[config.mk]
export PLATFORM = sky130hd
export DESIGN_NAME = disk_request_scheduler_top
export DESIGN_NICKNAME = d
export VERILOG_FILES = /design/src/rtl/core/drs_pkg.sv /design/src/rtl/core/drs_ctrl.sv /design/src/rtl/core/drs_dpath.sv /design/src/rtl/core/disk_request_scheduler_top.sv
export VERILOG_INCLUDE_DIRS = /design/src /design/src/rtl/core
export SDC_FILE = /design/constraint.sdc
export NUM_CORES = 2
export LEC_CHECK = 0
export ABC_AREA = 1
export BUFFER_PORTS_ARGS = -buffer_cell sky130_fd_sc_hd__buf_2
export CORE_ASPECT_RATIO = 1.4
export CORE_MARGIN = 3
export CORE_UTILIZATION = 55
export CTS_CLUSTER_DIAMETER = 120
export DETAILED_ROUTE_END_ITERATION = 16
export PLACE_DENSITY = 0.71
export SETUP_SLACK_MARGIN = 0.3
export SLEW_MARGIN = 5
export SYNTH_ARGS = -nofsm -noshare
export SYNTH_HDL_FRONTEND = slang
export SYNTH_SLANG_ARGS = --single-unit
[constraint.sdc]
create_clock -name clock -period 14.5 [get_ports clock]
set_input_delay 1.45 -clock clock [delete_from_list [all_inputs] [get_ports clock]]
set_output_delay 1.45 -clock clock [all_outputs]
set_load 0.05 [all_outputs]
[src/rtl/core/disk_request_scheduler_top_macros.svh]
// Assertion macros shared by the disk request scheduler RTL.
`ifndef DISK_REQUEST_SCHEDULER_TOP_MACROS_SVH
`define DISK_REQUEST_SCHEDULER_TOP_MACROS_SVH
`ifndef ASSERT_OFF
`define DRS_ASSERT(label, clk, rst, prop, msg) \
   label: assert property (@(posedge clk) disable iff (rst) (prop)) else $error(msg);
`define DRS_ASSERT_NR(label, clk, prop, msg) \
   label: assert property (@(posedge clk) (prop)) else $error(msg);
`else
`define DRS_ASSERT(label, clk, rst, prop, msg)
`define DRS_ASSERT_NR(label, clk, prop, msg)
`endif
`endif

[src/rtl/core/drs_pkg.sv]
// Shared types and constants of the disk request scheduler.
package drs_pkg;

   // Largest number of cylinders the 12-bit head and track fields can address.
   localparam int MAX_CYLINDERS = 4096;

   localparam logic [2:0] POL_FCFS  = 3'd0;
   localparam logic [2:0] POL_SSTF  = 3'd1;
   localparam logic [2:0] POL_SCAN  = 3'd2;
   localparam logic [2:0] POL_LOOK  = 3'd3;
   localparam logic [2:0] POL_CSCAN = 3'd4;
   localparam logic [2:0] POL_CLOOK = 3'd5;

   localparam logic [2:0] ST_QUEUED = 3'd0;
   localparam logic [2:0] ST_FULL   = 3'd1;
   localparam logic [2:0] ST_SERVED = 3'd2;
   localparam logic [2:0] ST_EDGE   = 3'd3;
   localparam logic [2:0] ST_EMPTY  = 3'd4;

   localparam logic [1:0] REG_POLICY    = 2'd0;
   localparam logic [1:0] REG_CYLINDERS = 2'd1;
   localparam logic [1:0] REG_HEAD      = 2'd2;
   localparam logic [1:0] REG_DIRECTION = 2'd3;

   // Kind of search a scan pass performs.
   typedef enum logic [1:0] {
      SRCH_ALL,     // nearest of all entries (SSTF)
      SRCH_AHEAD,   // nearest entry ahead of the head
      SRCH_EXTREME  // lowest or highest entry
   } srch_type;

   typedef enum logic [3:0] {
      S_IDLE,
      S_DECIDE,
      S_SCAN,
      S_SCAN2,
      S_RESOLVE,
      S_READ,
      S_SHIFT,
      S_MOVE,
      S_OUT
   } state_type;

   // Commands from controller to datapath.
   typedef struct packed {
      logic     load;       // capture the accepted request
      logic     append;     // write track at tail
      logic     scan_start; // clear search result, index to zero
      logic     scan_step;  // compare one entry
      srch_type srch;
      logic     strict_up;
      logic     flip_dir;
      logic     set_dir_scan; // SCAN edge rule for direction
      logic     shift_start;
      logic     shift_step;
      logic     read_pick;
      logic     move_pick;  // move head to picked track
      logic     move_edge;  // move head to edge target
      logic     edge_top;   // edge target is the top edge
      logic     out_load;
      logic [2:0] status;
   } cmd_type;

   // Status from datapath to controller.
   typedef struct packed {
      logic func;
      logic full;
      logic empty;
      logic found;
      logic scan_done;
      logic shift_done;
      logic dir_down;
      logic at_top;
      logic at_zero;
      logic [2:0] policy;
   } sts_type;

endpackage

[src/rtl/core/drs_ctrl.sv]
// Controller state machine of the disk request scheduler.
`include "disk_request_scheduler_top_macros.svh"
module drs_ctrl (
   input  logic              clock,
   input  logic              reset,
   input  logic              req_tvalid,
   output logic              req_tready,
   output logic              rsp_tvalid,
   input  logic              rsp_tready,
   input  drs_pkg::sts_type  sts,
   output drs_pkg::cmd_type  cmd
);
   import drs_pkg::*;

   state_type state_ff, state_in;
   logic      rsp_valid_ff, rsp_valid_in;
   logic      second_ff, second_in; // LOOK second pass after flip
   logic      out_free;

   // The result register can take a new result when it is empty or being read.
   assign out_free   = !rsp_valid_ff || rsp_tready;
   assign req_tready = (state_ff == S_IDLE);
   assign rsp_tvalid = rsp_valid_ff;

   always_ff @(posedge clock) begin
      if (reset) begin
         state_ff     <= S_IDLE;
         rsp_valid_ff <= 1'b0;
         second_ff    <= 1'b0;
      end else begin
         state_ff     <= state_in;
         rsp_valid_ff <= rsp_valid_in;
         second_ff    <= second_in;
      end
   end

   // Next state.
   always_comb begin
      state_in  = state_ff;
      second_in = second_ff;
      unique case (state_ff)
         S_IDLE: begin
            if (req_tvalid && req_tready) state_in = S_DECIDE;
            second_in = 1'b0;
         end
         S_DECIDE: begin
            if (!sts.func || sts.empty) state_in = S_OUT;
            else if ((sts.policy == POL_CSCAN) &&
                     ((!sts.dir_down && sts.at_top) || (sts.dir_down && sts.at_zero)))
               state_in = S_MOVE;
            else if (sts.policy == POL_SSTF || sts.policy == POL_SCAN ||
                     sts.policy == POL_LOOK || sts.policy == POL_CSCAN ||
                     sts.policy == POL_CLOOK)
               state_in = S_SCAN;
            else state_in = S_SHIFT;
         end
         S_SCAN: if (sts.scan_done) state_in = S_RESOLVE;
         S_SCAN2: if (sts.scan_done) state_in = S_READ;
         S_RESOLVE: begin
            if (sts.found) state_in = S_READ;
            else if (sts.policy == POL_LOOK && !second_ff) begin
               state_in  = S_SCAN;
               second_in = 1'b1;
            end else if (sts.policy == POL_CLOOK) state_in = S_SCAN2;
            else state_in = S_MOVE;
         end
         S_READ:  state_in = S_SHIFT;
         S_SHIFT: if (sts.shift_done) state_in = S_MOVE;
         S_MOVE:  state_in = S_OUT;
         S_OUT:   if (out_free) state_in = S_IDLE;
         default: state_in = S_IDLE;
      endcase
   end

   always_comb begin
      rsp_valid_in = rsp_valid_ff;
      if (rsp_valid_ff && rsp_tready) rsp_valid_in = 1'b0;
      if (state_ff == S_OUT && out_free) rsp_valid_in = 1'b1;
   end

   // Outputs: edge_ff tracks whether the move is an edge move, and stat_ff
   // holds the outcome decided when the request was decoded.
   logic       edge_ff, edge_in;
   logic [2:0] stat_ff, stat_in;
   always_ff @(posedge clock) begin
      if (reset) begin
         edge_ff <= 1'b0;
         stat_ff <= ST_QUEUED;
      end else begin
         edge_ff <= edge_in;
         stat_ff <= stat_in;
      end
   end

   always_comb begin
      cmd     = '0;
      cmd.srch = SRCH_AHEAD;
      edge_in = edge_ff;
      stat_in = stat_ff;
      unique case (state_ff)
         S_IDLE: begin
            cmd.load = req_tvalid && req_tready;
            edge_in  = 1'b0;
         end
         S_DECIDE: begin
            cmd.append      = !sts.func && !sts.full;
            cmd.scan_start  = 1'b1;
            cmd.set_dir_scan = sts.func && !sts.empty && (sts.policy == POL_SCAN);
            if (!sts.func) stat_in = sts.full ? ST_FULL : ST_QUEUED;
            else if (sts.empty) stat_in = ST_EMPTY;
            else stat_in = ST_SERVED;
            if (sts.func && !sts.empty && sts.policy == POL_CSCAN &&
                ((!sts.dir_down && sts.at_top) || (sts.dir_down && sts.at_zero)))
               edge_in = 1'b1;
         end
         S_SCAN: begin
            cmd.scan_step = 1'b1;
            cmd.srch      = (sts.policy == POL_SSTF) ? SRCH_ALL : SRCH_AHEAD;
            cmd.strict_up = (sts.policy == POL_LOOK) || (sts.policy == POL_CLOOK);
         end
         S_SCAN2: begin
            cmd.scan_step = 1'b1;
            cmd.srch      = SRCH_EXTREME;
         end
         S_RESOLVE: begin
            cmd.scan_start = 1'b1;
            if (!sts.found) begin
               if (sts.policy == POL_LOOK) begin
                  if (!second_ff) cmd.flip_dir = 1'b1;
                  else edge_in = 1'b1; // cannot happen with a non-empty queue
               end else if (sts.policy != POL_CLOOK) edge_in = 1'b1;
            end
            cmd.scan_start = !sts.found;
         end
         S_READ:  cmd.read_pick = 1'b1;
         S_SHIFT: cmd.shift_step = 1'b1;
         S_MOVE: begin
            cmd.move_pick = !edge_ff;
            cmd.move_edge = edge_ff;
            // CSCAN jump goes opposite; SCAN/CSCAN sweep goes to edge ahead.
            if (sts.policy == POL_CSCAN && ((!sts.dir_down && sts.at_top) ||
                (sts.dir_down && sts.at_zero)))
               cmd.edge_top = sts.dir_down;
            else
               cmd.edge_top = !sts.dir_down;
         end
         S_OUT: begin
            cmd.out_load = out_free;
            cmd.status   = (stat_ff == ST_SERVED && edge_ff) ? ST_EDGE : stat_ff;
         end
         default: ;
      endcase
   end

   `DRS_ASSERT(a_out_holds, clock, reset, (state_ff == S_OUT && !out_free) |=> state_ff == S_OUT,
               "result overwritten while waiting")
   `DRS_ASSERT(a_no_accept_busy, clock, reset, (state_ff != S_IDLE) |-> !req_tready,
               "request accepted while busy")
   `DRS_ASSERT(a_out_sets_valid, clock, reset, (state_ff == S_OUT) |=> rsp_valid_ff,
               "result not raised after output state")
endmodule

[src/rtl/core/drs_dpath.sv]
// Datapath of the disk request scheduler: queue memory, search, head and total.
`include "disk_request_scheduler_top_macros.svh"
module drs_dpath #(
   parameter int QUEUE_DEPTH   = 64,
   parameter int TOTAL_WIDTH   = 32
) (
   input  logic                 clock,
   input  logic                 reset,
   input  logic                 req_func,
   input  logic [11:0]          req_track,
   input  logic                 csr_write,
   input  logic [1:0]           csr_index,
   input  logic [12:0]          csr_data,
   input  drs_pkg::cmd_type     cmd,
   output drs_pkg::sts_type     sts,
   output logic [2:0]           out_status,
   output logic [11:0]          out_head,
   output logic [31:0]          out_total,
   output logic                 out_dir,
   output logic [6:0]           out_pending
);
   import drs_pkg::*;

   localparam int AW = $clog2(QUEUE_DEPTH);
   localparam int CW = $clog2(QUEUE_DEPTH + 1);
   localparam logic [12:0] MAXC = 13'(MAX_CYLINDERS);
   localparam logic [TOTAL_WIDTH-1:0] TMAX = '1;

   logic [11:0] mem [QUEUE_DEPTH];
   logic [11:0] rd_ff;

   logic [2:0]  policy_ff;
   logic [12:0] cyl_ff;
   logic [11:0] head_ff, head_in;
   logic        down_ff, down_in;
   logic [TOTAL_WIDTH-1:0] total_ff, total_in;
   logic [CW-1:0] count_ff, count_in;
   logic        func_ff;
   logic [11:0] track_ff;
   logic [CW-1:0] idx_ff, idx_in;
   logic        found_ff, found_in;
   logic [AW-1:0] best_ff, best_in;
   logic [11:0] bt_ff, bt_in;  // best track
   logic [11:0] bd_ff, bd_in;  // best distance
   logic [11:0] pick_ff;
   logic        rd_ok_ff;
   logic [2:0]  ost_ff;
   logic [11:0] ohead_ff;
   logic [31:0] otot_ff;
   logic        odir_ff;
   logic [6:0]  opend_ff;

   logic [12:0] cyl_eff;
   logic [11:0] top;
   always_comb begin
      cyl_eff = cyl_ff;
      if (cyl_eff == 13'd0) cyl_eff = 13'd1;
      if (cyl_eff > MAXC) cyl_eff = MAXC;
      top = 12'(cyl_eff - 13'd1);
   end

   // Memory: one read address, one write address per cycle.
   logic [AW-1:0] rd_addr;
   logic          wr_en;
   logic [AW-1:0] wr_addr;
   logic [11:0]   wr_data;
   logic [CW-1:0] idx_p1;
   assign idx_p1 = idx_ff + CW'(1);

   always_comb begin
      rd_addr = idx_ff[AW-1:0];
      if (cmd.scan_start || cmd.read_pick) rd_addr = cmd.read_pick ? best_ff : AW'(0);
      if (cmd.shift_step) rd_addr = (idx_p1 < CW'(QUEUE_DEPTH)) ? idx_p1[AW-1:0] : idx_ff[AW-1:0];
      if (cmd.scan_step) rd_addr = (idx_p1 < CW'(QUEUE_DEPTH)) ? idx_p1[AW-1:0] : idx_ff[AW-1:0];
      wr_en   = cmd.append || (cmd.shift_step && rd_ok_ff && (idx_ff < count_ff) &&
                (idx_ff > CW'(best_ff)));
      wr_addr = cmd.append ? count_ff[AW-1:0] : AW'(idx_ff - CW'(1));
      wr_data = cmd.append ? track_ff : rd_ff;
   end

   always_ff @(posedge clock) begin
      if (wr_en) mem[wr_addr] <= wr_data;
      rd_ff <= mem[rd_addr];
   end

   // Candidate test for one entry.
   logic [11:0] t, dist_t;
   logic        ok, better, in_range;
   always_comb begin
      t = rd_ff;
      dist_t = (t > head_ff) ? t - head_ff : head_ff - t;
      in_range = idx_ff < count_ff;
      unique case (cmd.srch)
         SRCH_ALL:    ok = 1'b1;
         SRCH_AHEAD:  ok = down_ff ? (t <= head_ff)
                                   : (cmd.strict_up ? (t > head_ff) : (t >= head_ff));
         SRCH_EXTREME: ok = 1'b1;
         default:     ok = 1'b0;
      endcase
      if (cmd.srch == SRCH_EXTREME)
         better = !found_ff || (down_ff ? (t > bt_ff) : (t < bt_ff));
      else
         better = !found_ff || (dist_t < bd_ff);
   end

   logic [TOTAL_WIDTH-1:0] dmove;
   logic [11:0] target;
   always_comb begin
      target = cmd.move_edge ? (cmd.edge_top ? top : 12'd0) : pick_ff;
      dmove  = TOTAL_WIDTH'((target > head_ff) ? target - head_ff : head_ff - target);
   end

   always_comb begin
      head_in  = head_ff;
      down_in  = down_ff;
      total_in = total_ff;
      count_in = count_ff;
      idx_in   = idx_ff;
      found_in = found_ff;
      best_in  = best_ff;
      bt_in    = bt_ff;
      bd_in    = bd_ff;
      // FCFS serves the oldest entry.
      if (cmd.load) best_in = '0;
      if (csr_write && csr_index == REG_HEAD) begin
         head_in  = csr_data[11:0];
         total_in = '0;
      end
      if (csr_write && csr_index == REG_DIRECTION) down_in = csr_data[0];
      if (cmd.append) count_in = count_ff + CW'(1);
      if (cmd.set_dir_scan) begin
         if (head_ff == top) down_in = 1'b1;
         else if (head_ff == 12'd0) down_in = 1'b0;
      end
      if (cmd.flip_dir) down_in = !down_ff;
      if (cmd.scan_start) begin
         idx_in   = '0;
         found_in = 1'b0;
      end
      if (cmd.scan_step) begin
         idx_in = idx_p1;
         if (in_range && ok && better) begin
            found_in = 1'b1;
            best_in  = idx_ff[AW-1:0];
            bt_in    = t;
            bd_in    = dist_t;
         end
      end
      if (cmd.read_pick) idx_in = CW'(best_ff);
      if (cmd.shift_step) idx_in = idx_p1;
      if (cmd.move_pick || cmd.move_edge) begin
         head_in  = target;
         total_in = (total_ff > TMAX - dmove) ? TMAX : total_ff + dmove;
         if (cmd.move_pick) count_in = count_ff - CW'(1);
      end
   end

   always_ff @(posedge clock) begin
      if (reset) begin
         policy_ff <= POL_FCFS;
         cyl_ff    <= 13'd4096;
         head_ff   <= '0;
         down_ff   <= 1'b0;
         total_ff  <= '0;
         count_ff  <= '0;
         rd_ok_ff  <= 1'b0;
      end else begin
         if (csr_write && csr_index == REG_POLICY)    policy_ff <= csr_data[2:0];
         if (csr_write && csr_index == REG_CYLINDERS) cyl_ff    <= csr_data;
         head_ff  <= head_in;
         down_ff  <= down_in;
         total_ff <= total_in;
         count_ff <= count_in;
         rd_ok_ff <= cmd.read_pick || cmd.shift_step;
      end
   end

   always_ff @(posedge clock) begin
      idx_ff   <= idx_in;
      found_ff <= found_in;
      best_ff  <= best_in;
      bt_ff    <= bt_in;
      bd_ff    <= bd_in;
      if (cmd.load) begin
         func_ff  <= req_func;
         track_ff <= req_track;
      end
      if (cmd.shift_step && idx_ff == CW'(best_ff)) pick_ff <= rd_ff;
      if (cmd.out_load) begin
         ost_ff   <= cmd.status;
         ohead_ff <= head_ff;
         otot_ff  <= 32'(total_ff);
         odir_ff  <= down_ff;
         opend_ff <= 7'(count_ff);
      end
   end

   // FCFS goes directly to the shift with index at entry zero.
   assign sts.func       = func_ff;
   assign sts.full       = count_ff >= CW'(QUEUE_DEPTH);
   assign sts.empty      = count_ff == '0;
   assign sts.found      = found_ff;
   assign sts.scan_done  = idx_p1 >= count_ff;
   assign sts.shift_done = idx_p1 >= count_ff;
   assign sts.dir_down   = down_ff;
   assign sts.at_top     = head_ff == top;
   assign sts.at_zero    = head_ff == 12'd0;
   assign sts.policy     = policy_ff;

   assign out_status  = ost_ff;
   assign out_head    = ohead_ff;
   assign out_total   = otot_ff;
   assign out_dir     = odir_ff;
   assign out_pending = opend_ff;

   `DRS_ASSERT(a_count_range, clock, reset, count_ff <= CW'(QUEUE_DEPTH),
               "queue count beyond depth")
   `DRS_ASSERT(a_no_append_full, clock, reset, cmd.append |-> !sts.full,
               "append into full queue")
   `DRS_ASSERT(a_move_one, clock, reset, !(cmd.move_pick && cmd.move_edge),
               "two head moves at once")
endmodule

[src/rtl/core/disk_request_scheduler_top.sv]
// Top level of the disk request scheduler.
//
//  channel  | direction | handshake              | payload
//  req      | in        | req_tvalid/req_tready  | tuser func, tdata track
//  rsp      | out       | rsp_tvalid/rsp_tready  | tuser status, tdata {pending,dir,total,head}
//  csr      | in        | csr_valid/csr_ready    | csr_index, csr_data
//
// An add request, and a step on an empty queue, pass from acceptance through
// the decide and output states back to idle. A step with n queued entries
// scans them once with a single comparator (one entry a cycle), reads the pick
// and shifts the later entries down through the one read and one write port.
// FCFS skips the scan; a LOOK flip rescans, a C-LOOK wrap scans for the extreme.
// Reset is synchronous and empties the queue at once through the fill count.
// A result waiting in the output register holds the next request in its last
// state, so input and output are parted by that one register.
module disk_request_scheduler_top #(
   parameter int QUEUE_DEPTH   = 64,
   parameter int TOTAL_WIDTH   = 32
) (
   input  logic        clock,
   input  logic        reset,
   input  logic        req_tvalid,
   output logic        req_tready,
   input  logic        req_tuser,  // func [0]
   input  logic [15:0] req_tdata,  // track [11:0]
   output logic        rsp_tvalid,
   input  logic        rsp_tready,
   output logic [2:0]  rsp_tuser,  // status [2:0]
   output logic [55:0] rsp_tdata,  // head_track [11:0], total_moved [43:12],
                                   // direction [44], pending [51:45]
   input  logic        csr_valid,
   output logic        csr_ready,
   input  logic [1:0]  csr_index,
   input  logic [12:0] csr_data
);
   import drs_pkg::*;

   cmd_type cmd;
   sts_type sts;
   logic [2:0]  o_status;
   logic [11:0] o_head;
   logic [31:0] o_total;
   logic        o_dir;
   logic [6:0]  o_pend;

   // Configuration must be written only while the block is idle; the block itself does not enforce this.
   assign csr_ready = 1'b1;

   drs_ctrl u_ctrl (
      .clock(clock), .reset(reset),
      .req_tvalid(req_tvalid), .req_tready(req_tready),
      .rsp_tvalid(rsp_tvalid), .rsp_tready(rsp_tready),
      .sts(sts), .cmd(cmd)
   );

   drs_dpath #(
      .QUEUE_DEPTH(QUEUE_DEPTH), .TOTAL_WIDTH(TOTAL_WIDTH)
   ) u_dpath (
      .clock(clock), .reset(reset),
      .req_func(req_tuser), .req_track(req_tdata[11:0]),
      .csr_write(csr_valid && csr_ready), .csr_index(csr_index), .csr_data(csr_data),
      .cmd(cmd), .sts(sts),
      .out_status(o_status), .out_head(o_head), .out_total(o_total),
      .out_dir(o_dir), .out_pending(o_pend)
   );

   assign rsp_tuser = o_status;
   assign rsp_tdata = {4'b0000, o_pend, o_dir, o_total, o_head};
endmodule

* Yosys cells after proc, flatten, opt, wreduce, memory -nomap -nowiden
Memory sizes are Yosys's and may differ from the RTL's. A register that Yosys moved wholly into a read port is not among the register bits. Index checks and enable logic that the tools add are counted.
Word-level totals: word-level logic and storage cells 233, RAM bits 768, input bits 37, output and inout port bits 62, memories kept 1, flip-flop bits (word level) 197
Memory list:
- u_dpath.mem | depth 64, bits a word 12, read ports 1, clocked after memory_dff 1, write ports 1, line drs_dpath.sv:29 | logic [11:0] mem [QUEUE_DEPTH];
Operators by class: order comparisons 14, add/subtract/negate cells 11, bitwise gates (word level) 1, eq/ne operators 32, reduce and logical (&&, ||, !) cells 62, muxes and demuxes 86
Operators by type and width (count):
- 2-to-1 mux 32 bit | 4
- 2-to-1 mux 12 bit | 7
- 2-to-1 mux 6 bit | 9
- 2-to-1 mux 7 bit | 7
- 2-to-1 mux 4 bit | 10
- greater-than comparator 12 bit | 3
- 2-to-1 mux 1 bit | 36
- one-hot mux 4 bit (9 select lines) | 1
- adder 32 bit | 1
- greater-than comparator 32 bit | 1
- subtractor 32 bit, first input constant | 1
- subtractor 12 x 12 -> 13 bit | 2
- < comparator 12 bit | 2
- subtractor 12 bit | 2
- logical AND 1 bit | 23
- 2-to-1 mux 3 bit | 6
- == test 4 x 3 -> 1 bit, second input constant | 4
- adder 7 x 1 -> 7 bit, second input constant | 2
- logical OR 1 bit | 14
- greater-than comparator 13 bit, second input constant | 1
- logical NOT 13 bit | 1
- 2-to-1 mux 13 bit | 1
- == test 12 bit | 1
- greater-or-equal comparator 12 bit | 1
- 39 further kinds | 66

* Depth between registers and ports, before layout
depth in word-level cells 19, mapped depth 63, gate-level depth less buffers 61

* By module
A second synthesis with hierarchy kept.
Unflattened totals: cell total of the unflattened synthesis 4462, area, all modules 45941.6 µm²
By module, submodules not included:
- drs_dpath | area an instance 45089.5 µm², instances 1, cells an instance 4320
- drs_ctrl | area an instance 799.5 µm², instances 1, cells an instance 134
- disk_request_scheduler_top | area an instance 52.6 µm², instances 1, cells an instance 8

* Worst setup path after synthesis
No wires, ideal clock.
path kind reg2reg, start register u_dpath.cyl_ff[6], end register u_dpath.total_ff[18], setup slack 6742 ps, setup time 132 ps, arrival time 7626 ps, path buffers 3, cell stages (with the launch flop) 49, period minus slack after synthesis 7758 ps, cell sequence dfxtp_1 > nor2_1 > inv_1 > nor2_2 > nand2_2 > nand4_2 > nand2_4 > buf_6 > nand2_1 > ha_1 > nand3_1 > inv_1 > nand2_1 > inv_1 > nand3_1 > nand3_1 > nand3_1 > nor2_2 > (+13 left out) > o21ai_0 > inv_1 > o21ai_0 > a21o_1 > nand2_1 > clkbuf_1 > o21ai_0 > ha_1 > inv_1 > nor4_1 > nand2_1 > clkinv_1 > nand2_1 > o31ai_1 > inv_1 > clkbuf_1 > o21ai_0 > a21oi_1
Between the ends: word-level cells in the longest chain between the ends 19
Ends and longest elaborated chain:
- from (decl) | line drs_dpath.sv:33 | logic [12:0] cyl_ff;
- from (signal assigned) | line drs_dpath.sv:169 | if (csr_write && csr_index == REG_CYLINDERS) cyl_ff <= csr_data;
- logical NOT 13 bit | line drs_dpath.sv:57 | if (cyl_eff == 13'd0) cyl_eff = 13'd1;
- 2-to-1 mux 13 bit * | line drs_dpath.sv:57
- greater-than comparator 13 bit | line drs_dpath.sv:58 | if (cyl_eff > MAXC) cyl_eff = MAXC;
- 2-to-1 mux 12 bit * | line drs_dpath.sv:58
- subtractor 12 x 1 -> 12 bit * | line drs_dpath.sv:59 | top = 12'(cyl_eff - 13'd1);
- == test 12 bit | line drs_dpath.sv:206 | assign sts.at_top = head_ff == top;
- logical AND 1 bit | line drs_ctrl.sv:141 | if (sts.policy == POL_CSCAN && ((!sts.dir_down && sts.at_top) ||
- logical OR 1 bit | line drs_ctrl.sv:141
- (+2 left out)
- 2-to-1 mux 3 bit | line drs_ctrl.sv:100 | unique case (state_ff)
- 2-to-1 mux 12 bit * (2 in a row) | line drs_dpath.sv:109 | target = cmd.move_edge ? (cmd.edge_top ? top : 12'd0) : pick_ff;
- subtractor 12 x 12 -> 13 bit / greater-than comparator 12 bit (equally long branches) | line drs_dpath.sv:110 | dmove = TOTAL_WIDTH'((target > head_ff) ? target - head_ff : head_ff - target);
- 2-to-1 mux 32 bit * | line drs_dpath.sv:110
- subtractor 32 bit | line drs_dpath.sv:153 | total_in = (total_ff > TMAX - dmove) ? TMAX : total_ff + dmove;
- greater-than comparator 32 bit | line drs_dpath.sv:153
- 2-to-1 mux 32 bit * | line drs_dpath.sv:153
- 2-to-1 mux 32 bit * | line drs_dpath.sv:151 | if (cmd.move_pick || cmd.move_edge) begin
- to (signal assigned) | line drs_dpath.sv:172 | total_ff <= total_in;
- to (decl) | line drs_dpath.sv:36 | logic [TOTAL_WIDTH-1:0] total_ff, total_in;
Every way passes the cells marked *; elsewhere a longest branch is shown, timed or not. A chain may end at the register's enable or synchronous reset.

* Worst setup path in the final report
start register u_dpath.cyl_ff[4], end register u_dpath.total_ff[29]
Same word-level chain as after synthesis.

==> results.json <==
{
  "syn_area_per_cell_sq_um": 11.2,
  "slowest_delay_ps": 570,
  "placed_area_sq_um": 45400,
  "syn-cell-area_sq_um": 43700,
  "io_buffers": 89,
  "yosysTopAreaCell": "edfxtp_1",
  "grt_pass1_wl_mm": 170,
  "antenna_found_initial": 0,
  "cts_made_buffers": 91,
  "cp.arrival_ps": 9620,
  "clkLatencyLatePin_ps": 660,
  "grt_usage_pct": 26.5,
  "status": "completed",
  "num-nets-final": 4126,
  "cts_buffer_depth": 3,
  "yosysSeqAreaShare_pct": 64.9,
  "num_vias": 30500,
  "postSynth.asyncResetShare_pct": 0,
  "hp-start": "u_ctrl.second_ff",
  "finalHoldViolations": 0,
  "ctsHoldBuffers": 0,
  "clock-sinks": 977,
  "grt_pass1_vias": 28900,
  "crit_slowest_cell": "dfxtp_1",
  "core_area_sq_um": 78300,
  "fin_area_sq_um": 48500,
  "r2r_start": "u_dpath.cyl_ff[4]",
  "power_density_nw_per_um2": 192,
  "clockRootBuffer": "clkbuf_16",
  "vias_per_cell": 6.01,
  "yosysUniqueCellTypes": 58,
  "cp_max_fo": 22,
  "power.total_uw": 9290,
  "multiInputGateArea_sq_um": 13600,
  "ys.flop_type": "edfxtp_1",
  "cts_tree": "yes",
  "setup.worst_path.start": "u_dpath.cyl_ff[4]",
  "utilization_pct": 61.9,
  "tightest_slew_ps": 1240,
  "synth.top_cell.area_share_pct": 60.4,
  "synth.most_common_cell": "edfxtp_1",
  "start_kind": "flip-flop",
  "dieArea_sq_um": 82900,
  "start_util_pct": 55.8,
  "worstSetupEndpointType": "flip-flop",
  "p_leak_uw": 0.0170,
  "regArea_sq_um": 28400,
  "peakVddDrop_mv": 0.157,
  "drc_errors": 0,
  "ios": 99,
  "syn_inst": 3907,
  "synth-edff-count": 879,
  "rsz0062_at_grt": "no",
  "crit_type": "reg2reg",
  "place_hpwl_mm": 69.2,
  "drt_wl_total_mm": 112,
  "die_x_um": 244,
  "synthTopCellsByCount": "edfxtp_1, nor2_1, o21ai_0, nand2_1, inv_1",
  "diodes": 0,
  "synth.area.top_cells": "edfxtp_1, o21ai_0, nor2_1",
  "crit_path_frequent_cell": "nand2_1",
  "drive_above_1_share_pct": 8.99,
  "cts_htree_levels": 3,
  "setup_violations": 0,
  "grt_max_degree": 197,
  "drtIter0Drc": 2892,
  "finalMaxSlewViolations": 0,
  "final.period_utilization_pct": 62.9,
  "tns_ps": 0,
  "fin_skew_ps": 23.3,
  "fillers": 6048,
  "ys_seq_elements": 977,
  "min-delay-path-class": "reg2reg",
  "cts.clk_slew.worst_paths_ps": 60,
  "area_growth_pct": 11.0,
  "fmax_ghz": 0.110,
  "synth_warnings": 0,
  "place_congestion": 0.934,
  "fin_crit_ps": 9120,
  "slew_headroom_pct": 17.1,
  "post_cts_buffers": 0,
  "rows": 121,
  "cap_violations": 0,
  "wire_per_inst_um": 22.1,
  "ant_nets": 0,
  "firstDrtPassIters": 6,
  "overflow": 0,
  "required_ps": 15000,
  "cts_resized": 0,
  "dieHeight_um": 339
}
==> path summary, 6_finish.rpt <==
check,endpoint,slack (ps),depth (start not counted)
worst max-delay path,u_dpath.total_ff[29],5380,59
worst min-delay path,u_ctrl.second_ff,470,2
worst max register to register,u_dpath.total_ff[29],5380,59
worst min register to register,u_ctrl.second_ff,470,2
==> layer usage <==
metal	part of all wire (%)	up-vias	global-route usage, %
met4	5.9	0	14.6
met1	37	14700	32.3
met3	6.5	279	3.54
met2	51	1171	45.7
met5	0	-	0
li1	-	14300	-
==> final cells by class <==
| type | count | share of cell area, % |
|---|---|---|
| Clock buffer | 112 | 5.10 |
| Clock inverter | 52 | 1.30 |
| Inverter | 269 | 2.10 |
| Multi-Input combinational cell | 2456 | 28.1 |
| Sequential cell | 977 | 58.5 |
| Tap cell | 1045 | 2.70 |
| Timing Repair Buffer | 161 | 2.14 |
==> state kept, by name (all words and copies together) (netlist names), 13 cells and up <==
register,count
u_dpath.mem,768
u_dpath.cyl_ff,13
u_dpath.total_ff,32
u_dpath.out_total,32
==> kinds of logic after synthesis <==
kind of cell	synth area share, %
simple gates	10.9
compound gates	15.0
flops	64.9
other cells	0.0172
fa+ha+maj	3.90
mux	0.0688
buf+inv	4.28
xor+xnor	0.903
==> power breakdown <==
group          internal [uW]  switching (uW)
clock                   1460            1030
sequential              3610            85.2
combinational            769            2340
total                   5840            3450
==> metrics by stage <==
stage	instances	worst slack [ps]	hold slack, ps
2_1_floorplan	3910	6740	435
3_3_place_gp	4908	5470	452
3_5_place_dp	4908	5410	450
4_1_cts	5072	5380	470
5_1_grt	5072	4410	498
6_report	5072	5380	471
==> cells in the final DEF, fill, tap and decap left out, types with 89 or more instances in the layout <==
cell type and n:
buf_2 89, edfxtp_1 879, o21ai_0 526, a21oi_1 169
inv_1 254, ha_1 128, clkbuf_16 96, o221ai_1 101
nand2_1 372, o211ai_1 135, nor2_1 577, o22ai_1 97
nand3_1 116, dfxtp_1 98
==> worst max-delay path: cells and delay by family, from the launching register on <==
family                   cells  cell delay, ps
flip-flops                   1             570
XOR/XNOR                     1             210
AO/OA/AOI/OAI               16            2990
multiplexers                 1             380
AND/OR/NAND/NOR             30            3070
buffers and inverters        8             630
adder cells (fa/ha/maj)      3            1060
Power figures use the tool's default switching activity.
